<file path="src/rtl/psc_pkg.sv">
// Shared types, codes, constants and the mode transition table of the pump state controller.
package psc_pkg;

    localparam int PERIOD_BITS_DEF = 32;
    localparam int TIMER_BITS_DEF  = 32;

    localparam logic [31:0] SAFETY_TICKS_RESET = 32'd300;

    typedef enum logic [2:0] {
        MODE_OFF      = 3'd0,
        MODE_STARTING = 3'd1,
        MODE_RUNNING  = 3'd2,
        MODE_TIMEOUT  = 3'd3,
        MODE_ERROR    = 3'd4,
        MODE_MAINT    = 3'd5
    } t_mode;

    // Command codes as they arrive on the input stream.
    localparam logic [3:0] CMD_PLATEAU    = 4'd0;
    localparam logic [3:0] CMD_TIMEOUT    = 4'd1;
    localparam logic [3:0] CMD_SAFETY     = 4'd2;
    localparam logic [3:0] CMD_ERROR      = 4'd3;
    localparam logic [3:0] CMD_MAINT_IN   = 4'd4;
    localparam logic [3:0] CMD_MAINT_OUT  = 4'd5;
    localparam logic [3:0] CMD_RESET      = 4'd6;
    localparam logic [3:0] CMD_TURN_ON    = 4'd7;
    localparam logic [3:0] CMD_UPDATE     = 4'd8;
    localparam logic [3:0] CMD_ESTOP      = 4'd9;
    localparam logic [3:0] CMD_TICK       = 4'd10;

    // Table events, the low bits of the first seven commands.
    localparam logic [2:0] EV_PLATEAU   = 3'd0;
    localparam logic [2:0] EV_TIMEOUT   = 3'd1;
    localparam logic [2:0] EV_SAFETY    = 3'd2;
    localparam logic [2:0] EV_ERROR     = 3'd3;
    localparam logic [2:0] EV_MAINT_IN  = 3'd4;
    localparam logic [2:0] EV_MAINT_OUT = 3'd5;
    localparam logic [2:0] EV_RESET     = 3'd6;

    localparam logic [1:0] ST_OK     = 2'd0;
    localparam logic [1:0] ST_BADARG = 2'd1;
    localparam logic [1:0] ST_DENIED = 2'd2;

    // One result item, declared from the highest bit down as it leaves on tdata.
    typedef struct packed {
        logic [4:0]  pad;
        logic [31:0] ticks_left;
        logic [31:0] initial_period;
        logic [31:0] latest_period;
        logic        timer_expired;
        logic [1:0]  status;
        logic        pump_running;
        logic        relay_level;
        logic [2:0]  state_before;
        logic [2:0]  state_now;
    } t_result;

    function automatic t_mode next_mode(input t_mode mode, input logic [2:0] ev);
        t_mode target;
        target = mode;
        case (mode)
            MODE_OFF: begin
                case (ev)
                    EV_PLATEAU:  target = MODE_STARTING;
                    EV_ERROR:    target = MODE_ERROR;
                    EV_MAINT_IN: target = MODE_MAINT;
                    default:     target = MODE_OFF;
                endcase
            end
            MODE_STARTING: begin
                case (ev)
                    EV_PLATEAU:   target = MODE_RUNNING;
                    EV_TIMEOUT:   target = MODE_TIMEOUT;
                    EV_SAFETY:    target = MODE_ERROR;
                    EV_ERROR:     target = MODE_ERROR;
                    EV_MAINT_IN:  target = MODE_MAINT;
                    EV_MAINT_OUT: target = MODE_OFF;
                    EV_RESET:     target = MODE_OFF;
                    default:      target = MODE_STARTING;
                endcase
            end
            MODE_RUNNING: begin
                case (ev)
                    EV_TIMEOUT:  target = MODE_TIMEOUT;
                    EV_SAFETY:   target = MODE_OFF;
                    EV_ERROR:    target = MODE_ERROR;
                    EV_MAINT_IN: target = MODE_MAINT;
                    EV_RESET:    target = MODE_OFF;
                    default:     target = MODE_RUNNING;
                endcase
            end
            MODE_TIMEOUT: begin
                case (ev)
                    EV_PLATEAU:  target = MODE_OFF;
                    EV_SAFETY:   target = MODE_OFF;
                    EV_ERROR:    target = MODE_ERROR;
                    EV_MAINT_IN: target = MODE_MAINT;
                    EV_RESET:    target = MODE_OFF;
                    default:     target = MODE_TIMEOUT;
                endcase
            end
            MODE_ERROR: begin
                case (ev)
                    EV_SAFETY:   target = MODE_OFF;
                    EV_MAINT_IN: target = MODE_MAINT;
                    EV_RESET:    target = MODE_OFF;
                    default:     target = MODE_ERROR;
                endcase
            end
            MODE_MAINT: begin
                case (ev)
                    EV_MAINT_OUT: target = MODE_OFF;
                    EV_RESET:     target = MODE_OFF;
                    default:      target = MODE_MAINT;
                endcase
            end
            default: target = mode;
        endcase
        return target;
    endfunction

endpackage

</file>
<file path="src/rtl/psc_in_reg.sv">
// Input register of the pump state controller: holds one command item until it is processed.
module psc_in_reg import psc_pkg::*; (
    input  logic        i_clk,
    input  logic        i_rst_n,
    input  logic        s_axis_tvalid,
    output logic        s_axis_tready,
    input  logic [31:0] s_axis_tdata,   // [31:0] period
    input  logic [3:0]  s_axis_tuser,   // [3:0] command
    input  logic        i_advance,
    output logic        o_valid,
    output logic [3:0]  o_command,
    output logic [31:0] o_period
);

    logic        r_valid;
    logic [3:0]  r_command;
    logic [31:0] r_period;

    // The register frees up in the same cycle as its item moves on.
    assign s_axis_tready = !r_valid || i_advance;

    always_ff @(posedge i_clk) begin
        if (!i_rst_n) begin
            r_valid <= 1'b0;
        end else if (s_axis_tready) begin
            r_valid <= s_axis_tvalid;
        end
    end

    always_ff @(posedge i_clk) begin
        if (s_axis_tvalid && s_axis_tready) begin
            r_command <= s_axis_tuser;
            r_period  <= s_axis_tdata;
        end
    end

    assign o_valid   = r_valid;
    assign o_command = r_command;
    assign o_period  = r_period;

endmodule

</file>
<file path="src/rtl/psc_step.sv">
// Combinational step of the pump state controller: next mode, counters and the result item.
module psc_step import psc_pkg::*; #(
    parameter int PERIOD_BITS = PERIOD_BITS_DEF,
    parameter int TIMER_BITS  = TIMER_BITS_DEF
) (
    input  logic [3:0]             i_command,
    input  logic [31:0]            i_period,
    input  logic [31:0]            i_safety_ticks,
    input  t_mode                  i_mode,
    input  t_mode                  i_prior,
    input  logic [PERIOD_BITS-1:0] i_start_period,
    input  logic [PERIOD_BITS-1:0] i_last_period,
    input  logic [TIMER_BITS-1:0]  i_count,
    output t_mode                  o_mode,
    output t_mode                  o_prior,
    output logic [PERIOD_BITS-1:0] o_start_period,
    output logic [PERIOD_BITS-1:0] o_last_period,
    output logic [TIMER_BITS-1:0]  o_count,
    output t_result                o_result
);

    logic [PERIOD_BITS-1:0] per;
    logic                   move_req;
    t_mode                  target;
    logic [1:0]             status;
    logic                   expired;

    assign per = PERIOD_BITS'(i_period);

    always_comb begin
        move_req       = 1'b0;
        target         = i_mode;
        status         = ST_OK;
        expired        = 1'b0;
        o_start_period = i_start_period;
        o_last_period  = i_last_period;
        o_count        = i_count;
        o_mode         = i_mode;
        o_prior        = i_prior;

        case (i_command)
            CMD_PLATEAU, CMD_TIMEOUT, CMD_SAFETY, CMD_ERROR,
            CMD_MAINT_IN, CMD_MAINT_OUT, CMD_RESET: begin
                move_req = 1'b1;
                target   = next_mode(i_mode, i_command[2:0]);
            end
            CMD_TURN_ON: begin
                if (per == '0) begin
                    status = ST_BADARG;
                end else if (i_mode != MODE_OFF && i_mode != MODE_STARTING) begin
                    status = ST_DENIED;
                end else begin
                    o_start_period = per;
                    o_last_period  = per;
                    move_req       = 1'b1;
                    target         = next_mode(i_mode, EV_PLATEAU);
                end
            end
            CMD_UPDATE: begin
                // A plateau event from running leads back to running, so no move.
                if (per == '0) begin
                    status = ST_BADARG;
                end else begin
                    o_last_period = per;
                end
            end
            CMD_ESTOP: begin
                move_req = 1'b1;
                target   = MODE_OFF;
            end
            CMD_TICK: begin
                if (i_mode == MODE_RUNNING) begin
                    if (i_count <= TIMER_BITS'(1)) begin
                        move_req = 1'b1;
                        target   = MODE_OFF;
                        expired  = 1'b1;
                    end else begin
                        o_count = i_count - TIMER_BITS'(1);
                    end
                end
            end
            default: status = ST_BADARG;
        endcase

        if (move_req && target != i_mode) begin
            o_prior = i_mode;
            o_mode  = target;
            if (i_mode == MODE_RUNNING) begin
                o_count = '0;
            end
            if (target == MODE_RUNNING) begin
                o_count = TIMER_BITS'(i_safety_ticks);
            end
        end
    end

    always_comb begin
        o_result                = '0;
        o_result.state_now      = o_mode;
        o_result.state_before   = o_prior;
        o_result.relay_level    = (o_mode != MODE_RUNNING);
        o_result.pump_running   = (o_mode == MODE_RUNNING);
        o_result.status         = status;
        o_result.timer_expired  = expired;
        o_result.latest_period  = 32'(o_last_period);
        o_result.initial_period = 32'(o_start_period);
        o_result.ticks_left     = (o_mode == MODE_RUNNING) ? 32'(o_count) : 32'd0;
    end

endmodule

</file>
<file path="src/rtl/pump_state_controller.sv">
// Top level of the pump state controller: input register, mode state, result register.
//
// Each command item on the slave stream (command on tuser, period on tdata) produces
// exactly one result item on the master stream, carrying the mode after the command,
// the mode before the last change, the active-low relay level, the run flag, a status code,
// the safety-expiry flag, both stored periods and the remaining safety ticks. The block
// takes one item per clock cycle while the master side does not stall: an item waits in
// the input register, the transition table and counter step are evaluated in the same
// cycle as it leaves, and the result appears on the master stream on the following
// cycle. A new item can be accepted as soon as the held item moves on. Every item reads
// and writes the mode and counter registers. The safety tick limit is a plain write-only
// register, written with i_cfg_we, and takes effect on the next entry to running; it
// should only be changed while no items are in flight.
module pump_state_controller import psc_pkg::*; #(
    parameter int PERIOD_BITS = PERIOD_BITS_DEF,
    parameter int TIMER_BITS  = TIMER_BITS_DEF
) (
    input  logic         i_clk,
    input  logic         i_rst_n,
    input  logic         i_cfg_we,
    input  logic [31:0]  i_cfg_wdata,     // safety_ticks
    input  logic         s_axis_tvalid,
    output logic         s_axis_tready,
    input  logic [31:0]  s_axis_tdata,    // [31:0] period
    input  logic [3:0]   s_axis_tuser,    // [3:0] command
    output logic         m_axis_tvalid,
    input  logic         m_axis_tready,
    // [2:0] state_now, [5:3] state_before, [6] relay_level, [7] pump_running,
    // [9:8] status, [10] timer_expired, [42:11] latest_period,
    // [74:43] initial_period, [106:75] ticks_left, [111:107] zero
    output logic [111:0] m_axis_tdata
);

    // Configuration register: number of ticks allowed in running.
    logic [31:0] r_safety_ticks;

    always_ff @(posedge i_clk) begin
        if (!i_rst_n) begin
            r_safety_ticks <= SAFETY_TICKS_RESET;
        end else if (i_cfg_we) begin
            r_safety_ticks <= i_cfg_wdata;
        end
    end

    // The held item moves on whenever the result register is empty or being drained.
    logic        in_valid;
    logic [3:0]  in_command;
    logic [31:0] in_period;
    logic        advance;
    logic        r_out_valid;

    assign advance = in_valid && (!r_out_valid || m_axis_tready);

    psc_in_reg u_in_reg (
        .i_clk         (i_clk),
        .i_rst_n       (i_rst_n),
        .s_axis_tvalid (s_axis_tvalid),
        .s_axis_tready (s_axis_tready),
        .s_axis_tdata  (s_axis_tdata),
        .s_axis_tuser  (s_axis_tuser),
        .i_advance     (advance),
        .o_valid       (in_valid),
        .o_command     (in_command),
        .o_period      (in_period)
    );

    // Controller state. It is only updated when an item moves into the result register.
    t_mode                  r_mode;
    t_mode                  r_prior;
    logic [PERIOD_BITS-1:0] r_start_period;
    logic [PERIOD_BITS-1:0] r_last_period;
    logic [TIMER_BITS-1:0]  r_count;

    t_mode                  n_mode;
    t_mode                  n_prior;
    logic [PERIOD_BITS-1:0] n_start_period;
    logic [PERIOD_BITS-1:0] n_last_period;
    logic [TIMER_BITS-1:0]  n_count;
    t_result                n_result;

    psc_step #(
        .PERIOD_BITS (PERIOD_BITS),
        .TIMER_BITS  (TIMER_BITS)
    ) u_step (
        .i_command      (in_command),
        .i_period       (in_period),
        .i_safety_ticks (r_safety_ticks),
        .i_mode         (r_mode),
        .i_prior        (r_prior),
        .i_start_period (r_start_period),
        .i_last_period  (r_last_period),
        .i_count        (r_count),
        .o_mode         (n_mode),
        .o_prior        (n_prior),
        .o_start_period (n_start_period),
        .o_last_period  (n_last_period),
        .o_count        (n_count),
        .o_result       (n_result)
    );

    always_ff @(posedge i_clk) begin
        if (!i_rst_n) begin
            r_mode         <= MODE_OFF;
            r_prior        <= MODE_OFF;
            r_start_period <= '0;
            r_last_period  <= '0;
            r_count        <= '0;
        end else if (advance) begin
            r_mode         <= n_mode;
            r_prior        <= n_prior;
            r_start_period <= n_start_period;
            r_last_period  <= n_last_period;
            r_count        <= n_count;
        end
    end

    // Result register, which holds its item for as long as the master side stalls.
    t_result r_result;

    always_ff @(posedge i_clk) begin
        if (!i_rst_n) begin
            r_out_valid <= 1'b0;
        end else if (advance) begin
            r_out_valid <= 1'b1;
        end else if (m_axis_tready) begin
            r_out_valid <= 1'b0;
        end
    end

    always_ff @(posedge i_clk) begin
        if (advance) begin
            r_result <= n_result;
        end
    end

    assign m_axis_tvalid = r_out_valid;
    assign m_axis_tdata  = r_result;

    // An item held at the input and free to move must show up as a result next cycle.
    a_advance_fills_out: assert property (@(posedge i_clk) disable iff (!i_rst_n)
        advance |=> r_out_valid)
        else $error("processed item did not reach the result register");

    // An item that cannot move must stay in the input register.
    a_stalled_item_kept: assert property (@(posedge i_clk) disable iff (!i_rst_n)
        (in_valid && !advance) |=> in_valid)
        else $error("stalled input item was dropped");

    // A rejected command leaves the mode unchanged.
    a_reject_keeps_mode: assert property (@(posedge i_clk) disable iff (!i_rst_n)
        (advance && n_result.status != ST_OK) |=> (r_mode == $past(r_mode)))
        else $error("rejected command changed the mode");

    // A safety expiry always comes from running and lands in off.
    a_expiry_from_running: assert property (@(posedge i_clk) disable iff (!i_rst_n)
        (advance && n_result.timer_expired) |->
            (r_mode == MODE_RUNNING && n_mode == MODE_OFF))
        else $error("safety expiry outside a running to off change");

    // The relay is driven on exactly while the result says running.
    a_relay_matches_run: assert property (@(posedge i_clk) disable iff (!i_rst_n)
        r_out_valid |-> (r_result.relay_level != r_result.pump_running))
        else $error("relay level disagrees with the run flag");

endmodule
</file>
<file path="config.mk">
export PLATFORM = sky130hd
export DESIGN_NAME = pump_state_controller
export DESIGN_NICKNAME = d
export VERILOG_FILES = /design/src/rtl/psc_pkg.sv /design/src/rtl/psc_in_reg.sv /design/src/rtl/psc_step.sv /design/src/rtl/pump_state_controller.sv
export SDC_FILE = /design/constraint.sdc
export NUM_CORES = 1
export LEC_CHECK = 0
export BUFFER_PORTS_ARGS = -buffer_cell sky130_fd_sc_hd__buf_4
export CAP_MARGIN = 20
export CELL_PAD_IN_SITES_DETAIL_PLACEMENT = 1
export CELL_PAD_IN_SITES_GLOBAL_PLACEMENT = 2
export CORE_MARGIN = 8
export CORE_UTILIZATION = 32
export CTS_CLUSTER_DIAMETER = 60
export DETAILED_ROUTE_END_ITERATION = 10
export GPL_ROUTABILITY_DRIVEN = 0
export PLACE_DENSITY_LB_ADDON = 0.1
export RECOVER_POWER = 100
export SLEW_MARGIN = 10
export SYNTH_ARGS = -nofsm -noshare
export SYNTH_HDL_FRONTEND = slang
export SYNTH_HIERARCHICAL = 1
export SYNTH_SLANG_ARGS = --single-unit
</file>
<file path="constraint.sdc">
create_clock -name i_clk -period 4.3 [get_ports i_clk]
set_input_delay 0.215 -clock i_clk [delete_from_list [all_inputs] [get_ports i_clk]]
set_output_delay 0.215 -clock i_clk [all_outputs]
set_load 0.02 [all_outputs]
</file>
## Word-level counts from Yosys, hierarchy flattened

Cells that the tools add are included.

- Muxes and demuxes: 39
- Equality and inequality tests: 26
- Order comparisons: 1
- Reductions and logical operators: 22
- $add $sub $neg: 1

Operators by type and width:

| cell | number |
|---|---|
| $mux 32 | 12 |
| $pmux 32 s2 | 1 |
| $le 32x1->1 const B | 1 |
| $logic_not 32->1 | 1 |
| $sub 32x1->32 const B | 1 |
| $pmux 3 s5 | 2 |
| $pmux 3 s4 | 2 |
| $mux 3 | 7 |
| $eq 3x2->1 const B | 6 |
| $pmux 3 s3 | 2 |
| $pmux 3 s6 | 1 |
| $eq 4x3->1 const B | 4 |
| $eq 3x3->1 const B | 5 |
| $eq 4x4->1 const B | 3 |
| $reduce_or 9->1 | 1 |
| $eq 4x2->1 const B | 2 |
| $reduce_or 2->1 | 4 |
| $reduce_or 8->1 | 1 |
| $mux 1 | 7 |
| $reduce_or 7->1 | 1 |
| $eq 3x1->1 const B | 2 |
| $logic_not 3->1 | 2 |
| $pmux 2 s3 | 1 |
| $pmux 3 s2 | 1 |
| 13 further kinds | 19 |

- Register bits after elaboration: 279
- Output and inout bits: 114
- Bits of input ports: 73
- Word-level logic and storage cells: 108

## Longest topological paths before layout

Gate-level depths: netlist of the first run.

- Word-level depth: 10
- Depth in mapped cells: 14
- Mapped depth without buffers: 12

## Cells and area by module

The synthesis of the first run kept the hierarchy.

Modules (own cells, without submodules):

| module | cells each | times used | sequential area each (um^2) | area an instance (um^2) |
|---|---|---|---|---|
| pump_state_controller | 662 | 1 | 6065.8 | 8670.8 |
| psc_step | 573 | 1 | 0.0 | 3858.7 |
| psc_in_reg | 41 | 1 | 1101.1 | 1138.6 |

## Worst setup path after synthesis of the first run

Ideal clock, no wire load.

- Kind: reg-to-reg
- Start point: register r_count[22]
- End point: register r_count[15]
- Cell stages (with the launch flop): 14
- Clock period less this slack: 3.036 ns
- Path buffers: 3
- Arrival time: 2.915 ns
- Slack: 1.264 ns
- Library setup time: 0.121 ns
- Required time: 4.179 ns
- Path through: dfxtp_1 > buf_2 > or4_1 > buf_2 > nor4_4 > nand4_2 > a2111oi_4 > a2111o_2 > nor2_1 > buf_6 > a31o_1 > a221o_1 > nand2_1 > mux2i_1

- Word-level cells in the longest chain between the ends: 7
- Elaborated cells on any way between the ends: 16
- Classes of those cells: 1 x order compare; 2 x eq/ne; 12 x mux; 1 x reduce/logical

RTL lines:

| what | line | text |
|---|---|---|
| start, declared | pump_state_controller.sv:72 | `logic [TIMER_BITS-1:0] r_count;` |
| start signal, assigned | pump_state_controller.sv:113 | `r_count <= n_count;` |
| $le 32x1->1 (*) | psc_step.sv:73 | `if (i_count <= TIMER_BITS'(1)) begin` |
| $mux 3 or $mux 32 (tied branches) | psc_step.sv:73 |  |
| $mux 3 or $mux 32 (tied branches) | psc_step.sv:72 | `if (i_mode == MODE_RUNNING) begin` |
| $pmux 3 s4 or $mux 32 (tied branches) | psc_step.sv:41 | `case (i_command)` |
| $eq 3x2->1 (tied with other cells) | psc_step.sv:91 | `if (target == MODE_RUNNING) begin` |
| $mux 32 or $logic_and 1x1->1 (tied branches) | psc_step.sv:91, psc_step.sv:85 |  |
| $mux 32 (*) | psc_step.sv:85 | `if (move_req && target != i_mode) begin` |
| via n_count[15] | pump_state_controller.sv:78 | `logic [TIMER_BITS-1:0] n_count;` |

Mark *: on every way through the listed nets, which the timed path passes. The rest lies on a longest branch.
A chain may end at the register's enable or synchronous reset.

## Final worst setup path of the first run

- Start point: register u_in_reg.r_period[16], in the netlist u_in_reg/o_period[16]
- End point: register r_count[27]

- Word-level cells in the longest chain between the ends: 6
- Elaborated cells on any way between the ends: 10
- Classes of those cells: 2 x eq/ne; 6 x mux; 2 x reduce/logical

RTL lines:

| what | line | text |
|---|---|---|
| start, declared | psc_in_reg.sv:17 | `logic [31:0] r_period;` |
| start signal, assigned | psc_in_reg.sv:33 | `r_period <= s_axis_tdata;` |
| $logic_not 32->1 (*) | psc_step.sv:48 | `if (per == '0) begin` |
| $mux 3 | psc_step.sv:48 |  |
| $pmux 3 s4 | psc_step.sv:41 |  |
| $eq 3x2->1 or $ne 3x3->1 (tied branches) | psc_step.sv:91, psc_step.sv:85 |  |
| $mux 32 or $logic_and 1x1->1 (tied branches) | psc_step.sv:91, psc_step.sv:85 |  |
| $mux 32 (*) | psc_step.sv:85 |  |
| via n_count[27] | pump_state_controller.sv:78 |  |

Marked as above.

==> impl_metrics.env, run 1 <==
export IMPL_status="finished with violations"
export IMPL_violations="max-capacitance violations, max-slew violations"
export IMPL_yosys_area_share_simple=0.159
export IMPL_cts_sinks=284
export IMPL_synth_top_family_by_area="simple AND/OR/NAND/NOR gates"
export IMPL_cts_tree="yes"
export IMPL_synth_seq_area_share=0.524
export IMPL_switching_power_mw=1.87
export IMPL_p_comb_frac=0.129
export IMPL_crit_family="simple AND/OR/NAND/NOR gates"
export IMPL_post_cts_buffers=0
export IMPL_cts_resized_gates=0
export IMPL_core_area_mm2=0.0420
export IMPL_leakagePower_nw=6.04
export IMPL_initial_core_util=0.325
export IMPL_swShare=0.270
export IMPL_critPathBufInv=2
export IMPL_grt_pass1_vias=10500
export IMPL_die_w_um=223
export IMPL_synthFlopType="edfxtp_1"
export IMPL_cpMaxStageDelayCell="a2111oi_2"
export IMPL_p_int_mw=5.05
export IMPL_io_pins=187
export IMPL_critPathLaunchType="register"
export IMPL_dr_pass1_iters=4
export IMPL_dieArea_mm2=0.0496
export IMPL_ir_drop_mv=0.230
export IMPL_post_drt_wl_per_cell_um=19.7
export IMPL_seq_power_share=0.446
export IMPL_fmax_mhz=255
export IMPL_synth_cell_types=80
export IMPL_worst_skew_pair_late_latency_ps=550
export IMPL_slew_headroom=-1.04
export IMPL_nFillCells=4698
export IMPL_portBuffers=186
export IMPL_num_rows=75
export IMPL_critical_path_max_stage_delay_ps=540
export IMPL_area_growth_pct=19.8
export IMPL_worst_slack_ps=378
export IMPL_synth_warnings=6
export IMPL_ys_async_sr_fraction=0
export IMPL_synth_compound_area_frac=0.0801
export IMPL_worst_pin_slew_ps=3070
export IMPL_wirelength_um=39700
export IMPL_antenna_found_initial=0
export IMPL_netlist_area_mm2=0.0137
export IMPL_drc=0
export IMPL_grt_max_degree=130
export IMPL_hold_viol=0
export IMPL_final_cell_mix="259 x nand2_1, 148 x edfxtp_1, 138 x clkbuf_1"
export IMPL_dp_hpwl_um=26200
export IMPL_synth_fa_ha_area_frac=0.00183
export IMPL_cts_root_buffer="clkbuf_16"
export IMPL_syn_area_per_cell_um2=10.7
export IMPL_cp_required_ps=4760
export IMPL_seq_area_mm2=0.00717
export IMPL_powerDensity_mw_per_mm2=422
export IMPL_n_antenna_cell=0
export IMPL_preCtsSetupSlack_ps=565
export IMPL_cp_end_kind="register"
export IMPL_hp_class="primary input to register"
export IMPL_vias_per_cell=4.90
export IMPL_cp_max_fo=18
export IMPL_overflow=0
export IMPL_final_core_util=0.390
export IMPL_drive_above_1_share=0.123
export IMPL_path_cells="nor4_1 -> nand2_1 -> nor4_1 -> clkbuf_1 -> nor2_1 -> a2111oi_2 -> nand2_2 -> clkbuf_1 -> o21ai_0 -> a221o_1 -> nand2_1 -> mux2i_1"
export IMPL_grt_pass1_wl_um=62000
export IMPL_synth_edf_count=148
export IMPL_maxCapViolCount=3
export IMPL_finClkSkew_ps=20.6
export IMPL_layout_nets=1525
export IMPL_synth_mux_area_frac=0.151
export IMPL_ys_ff_latch=284
export IMPL_track_usage=0.158
export IMPL_finalMaxSlewViolations=261
export IMPL_cts_max_level=2
export IMPL_final_common_cell="nand2_1"
export IMPL_synth_cells=1276
export IMPL_fin_tns_setup_ps=0
export IMPL_synth_xor_area_share=0.00384
export IMPL_multi_input_area_mm2=0.00541
export IMPL_ant_nets=0
export IMPL_cts_hold_buf=70
export IMPL_path_class="register to register"
export IMPL_cts_buffers=38
export IMPL_period_needed_ps=3920
export IMPL_setup_viol=0
export IMPL_rsz0062_at_grt="false"
export IMPL_crit_arrival_ps=4380
export IMPL_period_share=0.912
export IMPL_cts_buffer_depth=3
export IMPL_vias=9898
export IMPL_pwr_share_clk=0.425
export IMPL_drt_iter0_markers=408
export IMPL_clk_pin_slew_ps=60
export IMPL_die_y_um=223
[state kept, by name, summed over array words and instances (netlist names)]
| register | flops |
|---|---|
| r_prior | 3 |
| u_in_reg/o_command | 4 |
| r_mode | 3 |
| r_safety_ticks | 32 |
| m_axis_tvalid | 1 |
| m_axis_tdata | 112 |
| u_in_reg/o_valid | 1 |
| r_start_period | 32 |
| r_last_period | 32 |
| u_in_reg/o_period | 32 |
| r_count | 32 |
[per-stage QoR]
step | hold WS [ps] | total power, mW | instances | cell area (um2)
finish | 251 | 6.92 | 2018 | 16400
global route | 275 | 7.23 | 2018 | 16400
CTS | 158 | 7.13 | 2018 | 16900
detailed placement | 395 | 4.07 | 1879 | 15100
global placement | 393 | 4.06 | 1879 | 15100
floorplan | 314 | 3.72 | 1280 | 13700
[final timing paths]
check | slack, ps | to | cells after the start | from
setup / recovery | 380 | r_count[27] | 12 | u_in_reg/o_period[16]
setup reg to reg | 380 | r_count[27] | 12 | u_in_reg/o_period[16]
hold / removal | 250 | r_safety_ticks[8] | 3 | i_cfg_we
hold reg to reg | 460 | r_last_period[18] | 2 | r_last_period[18]
[tightest hold or removal path: stages]
cell	delay [ps]
buf_4	290
mux2i_1	180
nand2_1	60
[cell type report]
type                       count  share of cell area
timing repair buffer         285               0.116
sequential                   284               0.438
inverter                      18             0.00412
multi-input combinational    823               0.330
clock inverter                13             0.00596
tap                          539              0.0412
clock buffer                  56              0.0647
[per-layer routing]
metal  global-route usage  wire length [um]  vias up
met3               0.0357              1790       56
met4               0.0544               846        0
met1                0.194             17700     4857
li1                     -                 -     4803
met5                    0                 0        -
met2                0.269             19400      182
[synthesized netlist by cell type (4+ instances only)]
master / number / share of area
dfxtp_1: 136 / 0.20
clkbuf_1: 40 / 0.011
edfxtp_1: 148 / 0.33
buf_4: 82 / 0.045
or4_1: 5 / 0.0027
nand3_1: 22 / 0.0081
or2_2: 10 / 0.0046
nand2_1: 259 / 0.071
o21ai_0: 15 / 0.0055
buf_8: 8 / 0.0088
o211ai_1: 9 / 0.0049
o2111ai_1: 4 / 0.0026
mux2i_1: 134 / 0.098
nor3_1: 16 / 0.0059
and3_1: 6 / 0.0027
mux2_2: 64 / 0.053
nor2b_1: 29 / 0.013
and2_1: 9 / 0.0041
a221o_1: 12 / 0.0088
nor2_1: 37 / 0.010
nand3b_1: 11 / 0.0060
or3_1: 7 / 0.0032
a21oi_1: 40 / 0.015
nand2b_1: 5 / 0.0023
nor4_1: 14 / 0.0064
inv_1: 18 / 0.0049
a31oi_1: 13 / 0.0060
buf_2: 21 / 0.0077
o21a_1: 6 / 0.0033
o21ai_1: 19 / 0.0070
nor3b_1: 6 / 0.0033
[cells by family (layout without fill, tap and decap cells)]
kind of cell | after synthesis | after routing
XOR/XNOR | 6 | 6
multiplexers | 198 | 198
buffers and inverters | 173 | 372
adder cells (fa/ha/maj) | 2 | 2
AO/OA/AOI/OAI | 156 | 156
AND/OR/NAND/NOR | 456 | 456
other | 1 | 5
flip-flops | 284 | 284
[power by group through the flow]
stage | Combinational, mW | Clock, mW | Sequential (mW)
after global routing | 0.976 | 3.15 | 3.10
after global placement | 0.925 | 0 | 3.14
after floorplan | 0.544 | 0 | 3.18
final | 0.896 | 2.94 | 3.08
after CTS | 0.985 | 3.06 | 3.08
after detailed placement | 0.930 | 0 | 3.14
No activity file was read; power rests on OpenSTA's default activity.
==> run 2: changes to the inputs <==
BUFFER_PORTS_ARGS = -buffer_cell sky130_fd_sc_hd__clkbuf_2   (was -buffer_cell sky130_fd_sc_hd__buf_4)
CORE_ASPECT_RATIO = 0.8   (was default)
REMOVE_ABC_BUFFERS = 1   (was default)
==> impl_metrics.env, run 2 (synthesized netlist as in run 1, its figures left out) <==
export IMPL_layout_nets=1522
export IMPL_critPathLaunchType="register"
export IMPL_maxCapViolCount=5
export IMPL_powerDensity_mw_per_mm2=443
export IMPL_drt_iter0_markers=373
export IMPL_p_comb_frac=0.120
export IMPL_whs_path_depth=3
export IMPL_cpMaxStageDelayCell="a2111o_1"
export IMPL_violations="max-capacitance violations, max-slew violations"
export IMPL_initial_core_util=0.325
export IMPL_drive_above_1_share=0.123
export IMPL_drc=0
export IMPL_largest_reg_flops=112
export IMPL_grt_pass1_wl_um=62100
export IMPL_period_needed_ps=3940
export IMPL_rsz0062_at_grt="false"
export IMPL_postPlaceCellArea_mm2=0.0146
export IMPL_cts_buffers=38
export IMPL_cp_required_ps=4610
export IMPL_final_cell_mix="260 x nand2_1, 148 x edfxtp_1, 140 x clkbuf_1"
export IMPL_grt_max_degree=136
export IMPL_cpMostUsedCell="nand2_1"
export IMPL_dieArea_mm2=0.0496
export IMPL_dr_pass1_iters=4
export IMPL_period_share=0.916
export IMPL_num_rows=67
export IMPL_cts_sinks=284
export IMPL_status="finished with violations"
export IMPL_rr_startpoint="u_in_reg/o_period[5]"
export IMPL_hp_class="primary input to register"
export IMPL_dp_cells=1890
export IMPL_finClkSkew_ps=24.7
export IMPL_track_usage=0.155
export IMPL_instances_no_fill=2029
export IMPL_path_cells="nor4_1 -> nand2_1 -> nor4_2 -> clkbuf_1 -> o31ai_1 -> a2111o_2 -> nor2_2 -> nor2_1 -> a2111o_1 -> nand2_1 -> mux2i_1"
export IMPL_cts_root_buffer="clkbuf_16"
export IMPL_post_drt_wl_per_cell_um=19.3
export IMPL_hold_viol=0
export IMPL_overflow=0
export IMPL_cts_max_level=2
export IMPL_fin_tns_setup_ps=0
export IMPL_switching_power_mw=1.94
export IMPL_worstSetupStartpoint="u_in_reg/o_period[5]"
export IMPL_n_antenna_cell=0
export IMPL_antenna_found_initial=1
export IMPL_cts_tree="yes"
export IMPL_wirelength_um=39200
export IMPL_p_int_mw=5.30
export IMPL_vias_per_cell=4.86
export IMPL_final_core_util=0.389
export IMPL_cts_resized_gates=0
export IMPL_ant_nets=0
export IMPL_critical_path_max_stage_delay_ps=460
export IMPL_post_route_cell_area_mm2=0.0163
export IMPL_path_class="register to register"
export IMPL_crit_arrival_ps=4250
export IMPL_core_area_mm2=0.0420
export IMPL_portBuffers=186
export IMPL_final_common_cell="nand2_1"
export IMPL_slew_headroom=-0.867
export IMPL_clk_pin_slew_ps=60
export IMPL_dp_hpwl_um=25700
export IMPL_swShare=0.268
export IMPL_pwr_share_clk=0.454
export IMPL_ir_drop_mv=0.348
export IMPL_fmax_mhz=254
export IMPL_setup_viol=0
export IMPL_die_w_um=247
export IMPL_die_y_um=201
export IMPL_worst_skew_pair_late_latency_ps=540
export IMPL_hp_start="m_axis_tready"
export IMPL_leakagePower_nw=6.02
export IMPL_seq_power_share=0.426
export IMPL_power_total_mw=7.23
export IMPL_finalMaxSlewViolations=347
export IMPL_vias=9864
export IMPL_nFillCells=4682
export IMPL_io_pins=187
export IMPL_cts_buffer_depth=3
export IMPL_grt_pass1_vias=10700
export IMPL_r2r_cells=11
export IMPL_worst_pin_slew_ps=2800
export IMPL_cp_end_kind="register"
export IMPL_cp_max_fo=11
export IMPL_area_growth_pct=19.4
==> run 2: final timing paths <==
check | end | slack [ps]
hold reg to reg | r_last_period[27] | 450
hold / removal | m_axis_tvalid | 9
setup / recovery | r_count[28] | 360
setup reg to reg | r_count[28] | 360
==> run 2: final cells by class <==
class / count / area, um2 / share of cell area
Clock buffer: 48 / 1040 / 0.0637
Clock inverter: 22 / 274 / 0.0168
Inverter: 18 / 67.6 / 0.00414
Multi-Input combinational cell: 823 / 5430 / 0.333
Sequential cell: 284 / 7170 / 0.439
Tap cell: 552 / 691 / 0.0423
Timing Repair Buffer: 282 / 1650 / 0.101
==> run 2: power groups by stage <==
stage | clock, mW | combinational [mW] | sequential [mW]
5_1_grt | 3.50 | 0.953 | 3.10
4_1_cts | 3.39 | 0.914 | 3.08
6_report | 3.28 | 0.868 | 3.08
3_3_place_gp | 0 | 0.856 | 3.13
3_5_place_dp | 0 | 0.860 | 3.14
2_1_floorplan | 0 | 0.448 | 3.20
==> run 2: layer usage <==
metal | track usage | up-vias | routed length (um)
met4 | 0.0376 | 2 | 658
met5 | 0 | - | 10
met1 | 0.205 | 4870 | 18500
li1 | - | 4791 | -
met3 | 0.0287 | 47 | 1480
met2 | 0.259 | 154 | 18500
==> run 2: through the flow <==
| stage | setup WS, ps | hold slack [ps] |
|---|---|---|
| after floorplan | -4610 | 277 |
| after global placement | 577 | 397 |
| after detailed placement | 462 | 396 |
| after CTS | 346 | 2.96 |
| after global routing | 66.6 | -6.35 |
| final | 363 | 8.90 |
==> run 2: repair_timing <==
item	4_1_cts	5_1_grt
hold endpoints to repair	69	0
buffers inserted	0	0
hold buffers	69	0
endpoints found under the setup margin	0	0
==> run 2: worst max-delay path: cells and delay by family (launching register included) <==
kind / cells / cell delay [ps]
simple gates: 6 / 1720
compound gates: 3 / 1070
flops: 1 / 410
buf+inv: 1 / 410
mux: 1 / 90
